==> config.mk <==
export PLATFORM = sky130hd
export DESIGN_NAME = pid_differential_drive_mixer
export DESIGN_NICKNAME = d
export VERILOG_FILES = /design/src/rtl/pdm_pkg.sv /design/src/rtl/pdm_ctrl.sv /design/src/rtl/pdm_dp.sv /design/src/rtl/pid_differential_drive_mixer.sv
export SDC_FILE = /design/constraint.sdc
export NUM_CORES = 2
export LEC_CHECK = 0
export BUFFER_PORTS_ARGS = -buffer_cell sky130_fd_sc_hd__buf_2
export CORE_MARGIN = 2
export CORE_UTILIZATION = 40
export DETAILED_ROUTE_END_ITERATION = 16
export PLACE_DENSITY = 0.53
export RECOVER_POWER = 25
export SYNTH_ARGS = -nofsm -noshare
export SYNTH_HDL_FRONTEND = slang
export SYNTH_SLANG_ARGS = --single-unit
==> constraint.sdc <==
create_clock -name clock -period 23.5 [get_ports clock]
set_input_delay 4.7 -clock clock [delete_from_list [all_inputs] [get_ports clock]]
set_output_delay 4.7 -clock clock [all_outputs]
set_load 0.01 [all_outputs]
==> src/rtl/pdm_pkg.sv <==
`timescale 1ns / 1ps

package pdm_pkg;

   localparam int DATA_W  = 32;
   localparam int WB_W    = 31;
   localparam int SUM_W   = 48;
   localparam int MUL_W   = 33;
   localparam int PROD_W  = 66;
   localparam int CSR_A_W = 2;

   localparam logic [CSR_A_W-1:0] CSR_GAIN_PROP  = 2'd0;
   localparam logic [CSR_A_W-1:0] CSR_GAIN_INTEG = 2'd1;
   localparam logic [CSR_A_W-1:0] CSR_GAIN_DERIV = 2'd2;
   localparam logic [CSR_A_W-1:0] CSR_WHEEL_BASE = 2'd3;

   localparam logic signed [PROD_W-1:0] SAT32_MAX = 66'sd2147483647;
   localparam logic signed [PROD_W-1:0] SAT32_MIN = -66'sd2147483648;
   localparam logic signed [SUM_W:0]    SAT48_MAX = 49'sd140737488355327;
   localparam logic signed [SUM_W:0]    SAT48_MIN = -49'sd140737488355328;

   typedef enum logic [3:0] {
      STEP_NONE,
      STEP_ERR,
      STEP_MUL_P,
      STEP_MUL_IL,
      STEP_MUL_IH,
      STEP_MUL_D,
      STEP_SUM,
      STEP_MUL_W,
      STEP_WHEEL
   } step_type;

   typedef struct packed {
      logic     capture;
      step_type step;
   } cmd_type;

   function automatic logic signed [DATA_W-1:0] sat32(input logic signed [PROD_W-1:0] x);
      logic signed [DATA_W-1:0] r;
      if (x > SAT32_MAX) begin
         r = 32'sh7fffffff;
      end else if (x < SAT32_MIN) begin
         r = 32'sh80000000;
      end else begin
         r = x[DATA_W-1:0];
      end
      return r;
   endfunction

   function automatic logic signed [SUM_W-1:0] sat48(input logic signed [SUM_W:0] x);
      logic signed [SUM_W-1:0] r;
      if (x > SAT48_MAX) begin
         r = SAT48_MAX[SUM_W-1:0];
      end else if (x < SAT48_MIN) begin
         r = SAT48_MIN[SUM_W-1:0];
      end else begin
         r = x[SUM_W-1:0];
      end
      return r;
   endfunction

endpackage

==> src/rtl/pdm_ctrl.sv <==
`timescale 1ns / 1ps

module pdm_ctrl (
   input  logic             clock,
   input  logic             reset,
   input  logic             req_valid,
   output logic             req_stall,
   output logic             rsp_valid,
   input  logic             rsp_stall,
   output pdm_pkg::cmd_type cmd
);

   typedef enum logic [3:0] {
      S_IDLE,
      S_ERR,
      S_MUL_P,
      S_MUL_IL,
      S_MUL_IH,
      S_MUL_D,
      S_SUM,
      S_MUL_W,
      S_WHEEL
   } state_type;

   state_type state_ff, state_in;
   logic      rsp_valid_ff, rsp_valid_in;
   logic      out_free;

   assign out_free  = !rsp_valid_ff || !rsp_stall;
   assign req_stall = (state_ff != S_IDLE);
   assign rsp_valid = rsp_valid_ff;

   always_comb begin
      state_in    = state_ff;
      cmd.capture = 1'b0;
      cmd.step    = pdm_pkg::STEP_NONE;
      case (state_ff)
         S_IDLE: begin
            if (req_valid) begin
               cmd.capture = 1'b1;
               state_in    = S_ERR;
            end
         end
         S_ERR: begin
            cmd.step = pdm_pkg::STEP_ERR;
            state_in = S_MUL_P;
         end
         S_MUL_P: begin
            cmd.step = pdm_pkg::STEP_MUL_P;
            state_in = S_MUL_IL;
         end
         S_MUL_IL: begin
            cmd.step = pdm_pkg::STEP_MUL_IL;
            state_in = S_MUL_IH;
         end
         S_MUL_IH: begin
            cmd.step = pdm_pkg::STEP_MUL_IH;
            state_in = S_MUL_D;
         end
         S_MUL_D: begin
            cmd.step = pdm_pkg::STEP_MUL_D;
            state_in = S_SUM;
         end
         S_SUM: begin
            cmd.step = pdm_pkg::STEP_SUM;
            state_in = S_MUL_W;
         end
         S_MUL_W: begin
            cmd.step = pdm_pkg::STEP_MUL_W;
            state_in = S_WHEEL;
         end
         S_WHEEL: begin
            // hold until the output register is free
            if (out_free) begin
               cmd.step = pdm_pkg::STEP_WHEEL;
               state_in = S_IDLE;
            end
         end
         default: begin
            state_in = S_IDLE;
         end
      endcase
      rsp_valid_in = (cmd.step == pdm_pkg::STEP_WHEEL) || (rsp_valid_ff && rsp_stall);
   end

   always_ff @(posedge clock) begin
      if (reset) begin
         state_ff     <= S_IDLE;
         rsp_valid_ff <= 1'b0;
      end else begin
         state_ff     <= state_in;
         rsp_valid_ff <= rsp_valid_in;
      end
   end

`ifndef SYNTHESIS
   a_accept_starts: assert property (@(posedge clock) disable iff (reset)
      (req_valid && !req_stall) |=> (state_ff == S_ERR))
      else $error("accepted transfer did not start the sequence");

   a_load_shows: assert property (@(posedge clock) disable iff (reset)
      (cmd.step == pdm_pkg::STEP_WHEEL) |=> rsp_valid_ff)
      else $error("result load did not raise rsp_valid");

   a_wheel_waits: assert property (@(posedge clock) disable iff (reset)
      (state_ff == S_WHEEL && rsp_valid_ff && rsp_stall) |=> (state_ff == S_WHEEL))
      else $error("result overwritten while output stalled");

   a_rise_from_wheel: assert property (@(posedge clock) disable iff (reset)
      $rose(rsp_valid_ff) |-> ($past(state_ff) == S_WHEEL))
      else $error("rsp_valid rose outside the final step");
`endif

endmodule

==> src/rtl/pdm_dp.sv <==
`timescale 1ns / 1ps

module pdm_dp (
   input  logic                                   clock,
   input  logic                                   reset,
   input  pdm_pkg::cmd_type                       cmd,
   input  logic                                   csr_valid,
   input  logic        [pdm_pkg::CSR_A_W-1:0]     csr_index,
   input  logic        [pdm_pkg::DATA_W-1:0]      csr_wdata,
   input  logic signed [pdm_pkg::DATA_W-1:0]      req_target_value,
   input  logic signed [pdm_pkg::DATA_W-1:0]      req_measured_value,
   input  logic signed [pdm_pkg::DATA_W-1:0]      req_forward_speed,
   output logic signed [pdm_pkg::DATA_W-1:0]      rsp_control_out,
   output logic signed [pdm_pkg::DATA_W-1:0]      rsp_left_speed,
   output logic signed [pdm_pkg::DATA_W-1:0]      rsp_right_speed
);

   localparam int DW = pdm_pkg::DATA_W;
   localparam int SW = pdm_pkg::SUM_W;
   localparam int MW = pdm_pkg::MUL_W;
   localparam int PW = pdm_pkg::PROD_W;

   logic signed [DW-1:0]            gain_prop_ff, gain_integ_ff, gain_deriv_ff;
   logic        [pdm_pkg::WB_W-1:0] wheel_base_ff;

   logic signed [DW-1:0] target_ff, measured_ff, speed_ff;
   logic signed [DW-1:0] err_ff, last_error_ff;
   logic signed [SW-1:0] error_sum_ff;
   logic signed [MW-1:0] de_ff;
   logic signed [PW-1:0] prod_ff;
   logic signed [MW-1:0] ilo_ff;
   logic signed [DW-1:0] term_p_ff, term_i_ff, ctrl_ff;
   logic signed [DW-1:0] out_ctrl_ff, out_left_ff, out_right_ff;

   logic signed [MW-1:0] diff, de_in;
   logic signed [DW-1:0] err_in, term_d, ctrl_in, left_in, right_in;
   logic signed [SW:0]   sum_wide;
   logic signed [SW-1:0] sum_in;
   logic signed [MW-1:0] mul_a, mul_b;
   logic signed [PW-1:0] prod_in, prod_sh16, integ_full;
   logic signed [DW+1:0] ctrl_wide;
   logic signed [PW-1:0] speed_base, left_full, right_full, left_sh, right_sh;

   assign diff     = {target_ff[DW-1], target_ff} - {measured_ff[DW-1], measured_ff};
   assign err_in   = pdm_pkg::sat32({{(PW-MW){diff[MW-1]}}, diff});
   assign sum_wide = {error_sum_ff[SW-1], error_sum_ff} + {{(SW+1-DW){err_in[DW-1]}}, err_in};
   assign sum_in   = pdm_pkg::sat48(sum_wide);
   assign de_in    = {err_in[DW-1], err_in} - {last_error_ff[DW-1], last_error_ff};

   always_comb begin
      mul_a = {gain_prop_ff[DW-1], gain_prop_ff};
      mul_b = {err_ff[DW-1], err_ff};
      case (cmd.step)
         pdm_pkg::STEP_MUL_IL: begin
            mul_a = {gain_integ_ff[DW-1], gain_integ_ff};
            mul_b = {{(MW-16){1'b0}}, error_sum_ff[15:0]};
         end
         pdm_pkg::STEP_MUL_IH: begin
            mul_a = {gain_integ_ff[DW-1], gain_integ_ff};
            mul_b = {error_sum_ff[SW-1], error_sum_ff[SW-1:16]};
         end
         pdm_pkg::STEP_MUL_D: begin
            mul_a = {gain_deriv_ff[DW-1], gain_deriv_ff};
            mul_b = de_ff;
         end
         pdm_pkg::STEP_MUL_W: begin
            mul_a = {ctrl_ff[DW-1], ctrl_ff};
            mul_b = {{(MW-pdm_pkg::WB_W){1'b0}}, wheel_base_ff};
         end
         default: begin
         end
      endcase
   end

   assign prod_in    = mul_a * mul_b;
   assign prod_sh16  = prod_ff >>> 16;
   assign integ_full = prod_ff + {{(PW-MW){ilo_ff[MW-1]}}, ilo_ff};
   assign term_d     = pdm_pkg::sat32(prod_sh16);
   assign ctrl_wide  = {{2{term_p_ff[DW-1]}}, term_p_ff} + {{2{term_i_ff[DW-1]}}, term_i_ff}
                     + {{2{term_d[DW-1]}}, term_d};
   assign ctrl_in    = pdm_pkg::sat32({{(PW-DW-2){ctrl_wide[DW+1]}}, ctrl_wide});

   assign speed_base = {{(PW-DW-17){speed_ff[DW-1]}}, speed_ff, 17'd0};
   assign left_full  = speed_base - prod_ff;
   assign right_full = speed_base + prod_ff;
   assign left_sh    = left_full >>> 17;
   assign right_sh   = right_full >>> 17;
   assign left_in    = pdm_pkg::sat32(left_sh);
   assign right_in   = pdm_pkg::sat32(right_sh);

   always_ff @(posedge clock) begin
      if (reset) begin
         gain_prop_ff  <= '0;
         gain_integ_ff <= '0;
         gain_deriv_ff <= '0;
         wheel_base_ff <= '0;
      end else if (csr_valid) begin
         case (csr_index)
            pdm_pkg::CSR_GAIN_PROP:  gain_prop_ff  <= csr_wdata;
            pdm_pkg::CSR_GAIN_INTEG: gain_integ_ff <= csr_wdata;
            pdm_pkg::CSR_GAIN_DERIV: gain_deriv_ff <= csr_wdata;
            pdm_pkg::CSR_WHEEL_BASE: wheel_base_ff <= csr_wdata[pdm_pkg::WB_W-1:0];
            default: begin
            end
         endcase
      end
   end

   always_ff @(posedge clock) begin
      if (reset) begin
         error_sum_ff  <= '0;
         last_error_ff <= '0;
      end else if (cmd.step == pdm_pkg::STEP_ERR) begin
         error_sum_ff  <= sum_in;
         last_error_ff <= err_in;
      end
   end

   always_ff @(posedge clock) begin
      if (cmd.capture) begin
         target_ff   <= req_target_value;
         measured_ff <= req_measured_value;
         speed_ff    <= req_forward_speed;
      end
      case (cmd.step)
         pdm_pkg::STEP_ERR: begin
            err_ff <= err_in;
            de_ff  <= de_in;
         end
         pdm_pkg::STEP_MUL_P: begin
            prod_ff <= prod_in;
         end
         pdm_pkg::STEP_MUL_IL: begin
            prod_ff   <= prod_in;
            term_p_ff <= pdm_pkg::sat32(prod_sh16);
         end
         pdm_pkg::STEP_MUL_IH: begin
            prod_ff <= prod_in;
            ilo_ff  <= prod_sh16[MW-1:0];
         end
         pdm_pkg::STEP_MUL_D: begin
            prod_ff   <= prod_in;
            term_i_ff <= pdm_pkg::sat32(integ_full);
         end
         pdm_pkg::STEP_SUM: begin
            ctrl_ff <= ctrl_in;
         end
         pdm_pkg::STEP_MUL_W: begin
            prod_ff <= prod_in;
         end
         pdm_pkg::STEP_WHEEL: begin
            out_ctrl_ff  <= ctrl_ff;
            out_left_ff  <= left_in;
            out_right_ff <= right_in;
         end
         default: begin
         end
      endcase
   end

   assign rsp_control_out = out_ctrl_ff;
   assign rsp_left_speed  = out_left_ff;
   assign rsp_right_speed = out_right_ff;

endmodule

==> src/rtl/pid_differential_drive_mixer.sv <==
// PID controller with differential-drive wheel mixing, signed Q16.16.
// Request channel (req_valid / req_stall): target, measured value and
// forward speed. A transfer happens at a clock edge with valid high and
// stall low. req_stall is high while an item is in progress.
// Response channel (rsp_valid / rsp_stall): control output and the left
// and right wheel speeds, held in an output register until transferred.
// Register port (csr_valid / csr_ready, csr_index, csr_wdata): 0 proportional
// gain, 1 integral gain, 2 derivative gain, 3 wheel base. csr_ready is always
// high; write only while no item is in progress.
// Each item runs the sequence error, P, I-low, I-high and D products, sum,
// wheel product and final load, on the single shared 33x33 multiplier, used
// five times per item; no new request is taken until the item is through.
// A stalled response holds in the output register while the next request
// is taken and computed; the final load waits until the register is free.
// Reset clears the gains, the wheel base, the error integral, the previous
// error, the controller state and the response valid flag.
`timescale 1ns / 1ps

module pid_differential_drive_mixer (
   input  logic                                   clock,
   input  logic                                   reset,
   input  logic                                   req_valid,
   output logic                                   req_stall,
   input  logic signed [pdm_pkg::DATA_W-1:0]      req_target_value,
   input  logic signed [pdm_pkg::DATA_W-1:0]      req_measured_value,
   input  logic signed [pdm_pkg::DATA_W-1:0]      req_forward_speed,
   output logic                                   rsp_valid,
   input  logic                                   rsp_stall,
   output logic signed [pdm_pkg::DATA_W-1:0]      rsp_control_out,
   output logic signed [pdm_pkg::DATA_W-1:0]      rsp_left_speed,
   output logic signed [pdm_pkg::DATA_W-1:0]      rsp_right_speed,
   input  logic                                   csr_valid,
   output logic                                   csr_ready,
   input  logic        [pdm_pkg::CSR_A_W-1:0]     csr_index,
   input  logic        [pdm_pkg::DATA_W-1:0]      csr_wdata
);

   pdm_pkg::cmd_type cmd;

   assign csr_ready = 1'b1;

   pdm_ctrl u_ctrl (
      .clock     (clock),
      .reset     (reset),
      .req_valid (req_valid),
      .req_stall (req_stall),
      .rsp_valid (rsp_valid),
      .rsp_stall (rsp_stall),
      .cmd       (cmd)
   );

   pdm_dp u_dp (
      .clock              (clock),
      .reset              (reset),
      .cmd                (cmd),
      .csr_valid          (csr_valid),
      .csr_index          (csr_index),
      .csr_wdata          (csr_wdata),
      .req_target_value   (req_target_value),
      .req_measured_value (req_measured_value),
      .req_forward_speed  (req_forward_speed),
      .rsp_control_out    (rsp_control_out),
      .rsp_left_speed     (rsp_left_speed),
      .rsp_right_speed    (rsp_right_speed)
   );

endmodule
==> impl_metrics.yaml <==
outcome:
  run_status: "finished with violations"
  failed_checks: "capacitance limit, slew limit"
cells_and_area:
  fillerInstances: 19380
  regArea_mm2: 0.01782
  synthToLayoutAreaGrowth_pct: 8.956
  multiInputGateArea_mm2: 0.05408
  stdcell_count: 11600
  finish.net_count: 10700
  drive_gt1_share_pct: 6.531
clock_network:
  cts_tree: "built"
  cts-buffers-inserted: 86
  post_cts_resized: 0
  cts-hold-fix-buffers: 0
  clkSlewWorstSetupHoldPaths_ns: 0.06
  ctsRootBufferMaster: "clkbuf_16"
  clock_latency_ns: 0.76
  post_cts_buffers: 0
  tritoncts_num_sinks: 664
  h-tree-depth: 3
  clock_tree.buffer_depth: 3
worst_setup_path:
  worst_ep_required_time_ns: 23.99
  r2r_end: "u_dp.prod_ff[63]"
  critical_path_depth: 34
  worstSetupEndpointType: "flop"
  cp-start-kind: "flop"
  slowest_cell_on_the_critical_path: "clkbuf_1"
  critPathLaunch: "u_ctrl.state_ff[3]"
  worst_r2r_path_depth: 34
  timing.setup.critical_path_class: "flop to flop"
  path_common_cell: "fa_1"
  critPathMaxFanout: 48
  worst_path_largest_cell_delay_ns: 2.38
  r2r-start: "u_ctrl.state_ff[3]"
  worst_path_dominant_cell_family: "adder cells"
  worstPathArrival_ns: 14.76
  timing.reg2reg.setup_slack_ns: 9.24
  crit_path_end: "u_dp.prod_ff[63]"
  cp_num_buf_inv: 7
logic_synthesis:
  yosysWarningCount: 0
  synth_top_flop_cell: "edfxtp_1"
  async_reset_ff_share_pct: 0
  synth_top_cell_by_area: "fa_1"
  post-synth-top-area-fraction_pct: 29.36
  syn_area_mm2: 0.07908
  synthDistinctLibCells: 97
  syn_inst: 8826
  synth_edf_count: 452
  syn-num-nets: 10640
  synth-seq-cells: 664
  yosys-top-cells-area: "fa_1 (29%), edfxtp_1 (17%), ha_1 (8.3%), inv_1 (7.3%), dfxtp_1 (5.4%)"
  synthesis.area_per_instance_um2: 8.960
  synth-seq-area-share_pct: 22.53
sta:
  final_hold_viol_count: 0
  clock_skew_ns: 0.06544
  fin_crit_ns: 14.26
  rsz0062_at_grt: "no"
  crit_share_post_route_pct: 60.70
  maxClockFrequency_mhz: 70.11
  tightestPinTransition_ns: 3.363
  timing.slew.headroom_pct: -124.2
  report.final.slew_viol_count: 336
  totalNegativeSetupSlack_ns: 0
  setup-violations-final: 0
global_routing:
  grt_pass1_wl_mm: 392.0
  maximum_number_of_pins_on_one_net_before_global_route_repair: 82
  first_global_vias: 64320
  grt_overflow_total: 0
  track_usage_pct: 25.51
  grt_antenna_before_repair: 5
die:
  io_pins: 234
  overall_die_width_um: 448.6
  floorplan.rows: 163
  die_area_mm2: 0.2013
  initial_core_util_pct: 40.18
  core_area_mm2: 0.1968
  die_height_um: 448.6
placement:
  place.detailed.hpwl_mm: 202.4
  placedCellCount: 11440
  replace_congestion: 0.9246
  placement.io_buffers: 232
flow_run:
  max_cap_viols: 8
route:
  drt.antenna.violating_nets: 0
  drc_errors: 0
  detailroute.via_count: 61780
  drt-initial-drc-count: 4975
  drt_first_pass_iters: 7
  avgRoutedWirePerCell_um: 22.12
  drt-total-wl_mm: 256.6
  viasPerCell: 5.326
hold_path:
  min-delay-path-class: "flop to flop"
power:
  max-vdd-ir-drop_uv: 119.4
  power_leakage_uw: 0.04010
  power_density_mw_per_mm2: 114.3
==> per-stage QoR <==
stage	total power (µW)	utilization, %	instance area [µm²]	hold slack [ns]	setup WS, ns
6_report	9850	43.78	86170	0.4511	9.236
5_1_grt	10770	43.78	86160	0.4711	8.510
4_1_cts	9918	43.84	86290	0.4540	11.56
3_5_place_dp	8464	42.32	83280	0.4403	11.56
3_3_place_gp	8416	42.32	83280	0.4359	11.75
2_1_floorplan	6507	-	79080	0.4250	12.97
==> power breakdown <==
part	internal, µW	switching, µW	total [µW]
Combinational	2450	4170	6620
Sequential	1660	167	1830
Clock	809	587	1400
Total	4920	4930	9850
==> cells in the mapped netlist (24+ instances only) <==
cell type,n
a211oi_1,47
a21o_1,200
a21oi_1,537
a22oi_1,64
a31oi_1,30
and2_1,25
and3_1,74
clkbuf_1,377
dfxtp_1,212
edfxtp_1,452
fa_1,1160
ha_1,522
inv_1,1539
nand2_1,1112
nand2b_1,64
nand3_1,117
nand4_1,77
nor2_1,888
nor2b_1,44
nor3_1,80
nor4_1,37
o211ai_1,24
o21a_1,41
o21ai_0,280
o21ai_1,48
o21bai_1,63
o31ai_1,36
or2_2,27
xnor2_1,229
xor2_1,112
==> kinds of logic (layout without fill, tap and decap cells) <==
logic type / after synthesis / after routing / synth area share (%)
xor+xnor: 341 / 341 / 3.777
compound gates: 1550 / 1550 / 12.34
other cells: 1 / 3 / 0.004742
mux: 8 / 8 / 0.1028
flops: 664 / 664 / 22.53
fa+ha+maj: 1682 / 1682 / 37.62
buf+inv: 1952 / 2083 / 9.292
simple gates: 2628 / 2628 / 14.33
==> registers in the layout (all words and copies together), names as in the netlist, 33 cells and up <==
signal / flops
u_dp.de_ff: 33
u_dp.error_sum_ff: 48
u_dp.ilo_ff: 33
u_dp.prod_ff: 66
==> routing by layer <==
metal	vias up	GRT usage, %	part of all wire [%]
li1	28500	-	-
met1	30820	33.00	42
met2	2088	43.15	47
met3	368	3.988	6.8
met4	0	9.169	4.0
met5	-	0	0
==> worst min-delay path by stage <==
stage / startpoint / end / slack (ns) / cells after the start
detailed placement: u_dp.last_error_ff[12] / u_dp.last_error_ff[12] / 0.44 / 1
finish: u_dp.last_error_ff[18] / u_dp.last_error_ff[18] / 0.45 / 2
CTS: u_dp.last_error_ff[12] / u_dp.last_error_ff[12] / 0.45 / 1
global route: u_dp.last_error_ff[2] / u_dp.last_error_ff[2] / 0.47 / 1
floorplan: u_dp.last_error_ff[13] / u_dp.last_error_ff[13] / 0.43 / 2
global placement: u_dp.last_error_ff[24] / u_dp.last_error_ff[24] / 0.44 / 1
==> layout by cell type, fill, tap and decap left out, types with 21 or more instances in the layout <==
cell type	instances
o21a_1	41
xnor2_1	229
nor3_1	79
a21o_1	199
nor2_1	884
o21ai_0	280
fa_1	1160
o21bai_1	63
and2_1	25
nor4_1	36
o211ai_1	24
a22oi_1	64
nand4_1	77
and4_1	22
nor2b_1	44
and3_1	72
a21oi_1	528
inv_1	1538
o21ai_1	48
edfxtp_1	452
clkbuf_1	35
o31ai_1	36
dfxtp_1	212
nand3_1	115
nand2_1	1112
a31oi_1	29
clkbuf_16	87
ha_1	522
buf_2	231
or2_2	27
xor2_1	112
a211oi_1	47
or3_1	21
nand2b_1	64
buf_4	121
==> worst min-delay path: stages (launching register included) <==
cell,delay (ns)
dfxtp_1,0.32
nand2_1,0.04
o21ai_0,0.05
==> cell type report <==
| type | instances | share of cell area [%] |
|---|---|---|
| antenna | 2 | 0.005808 |
| clock buffer | 98 | 2.598 |
| tap | 2640 | 3.833 |
| sequential | 664 | 20.68 |
| inverter | 1544 | 6.727 |
| timing repair buffer | 378 | 2.509 |
| clock inverter | 63 | 0.8858 |
| multi-input combinational | 6210 | 62.76 |
No activity file was read; power rests on OpenSTA's default activity.
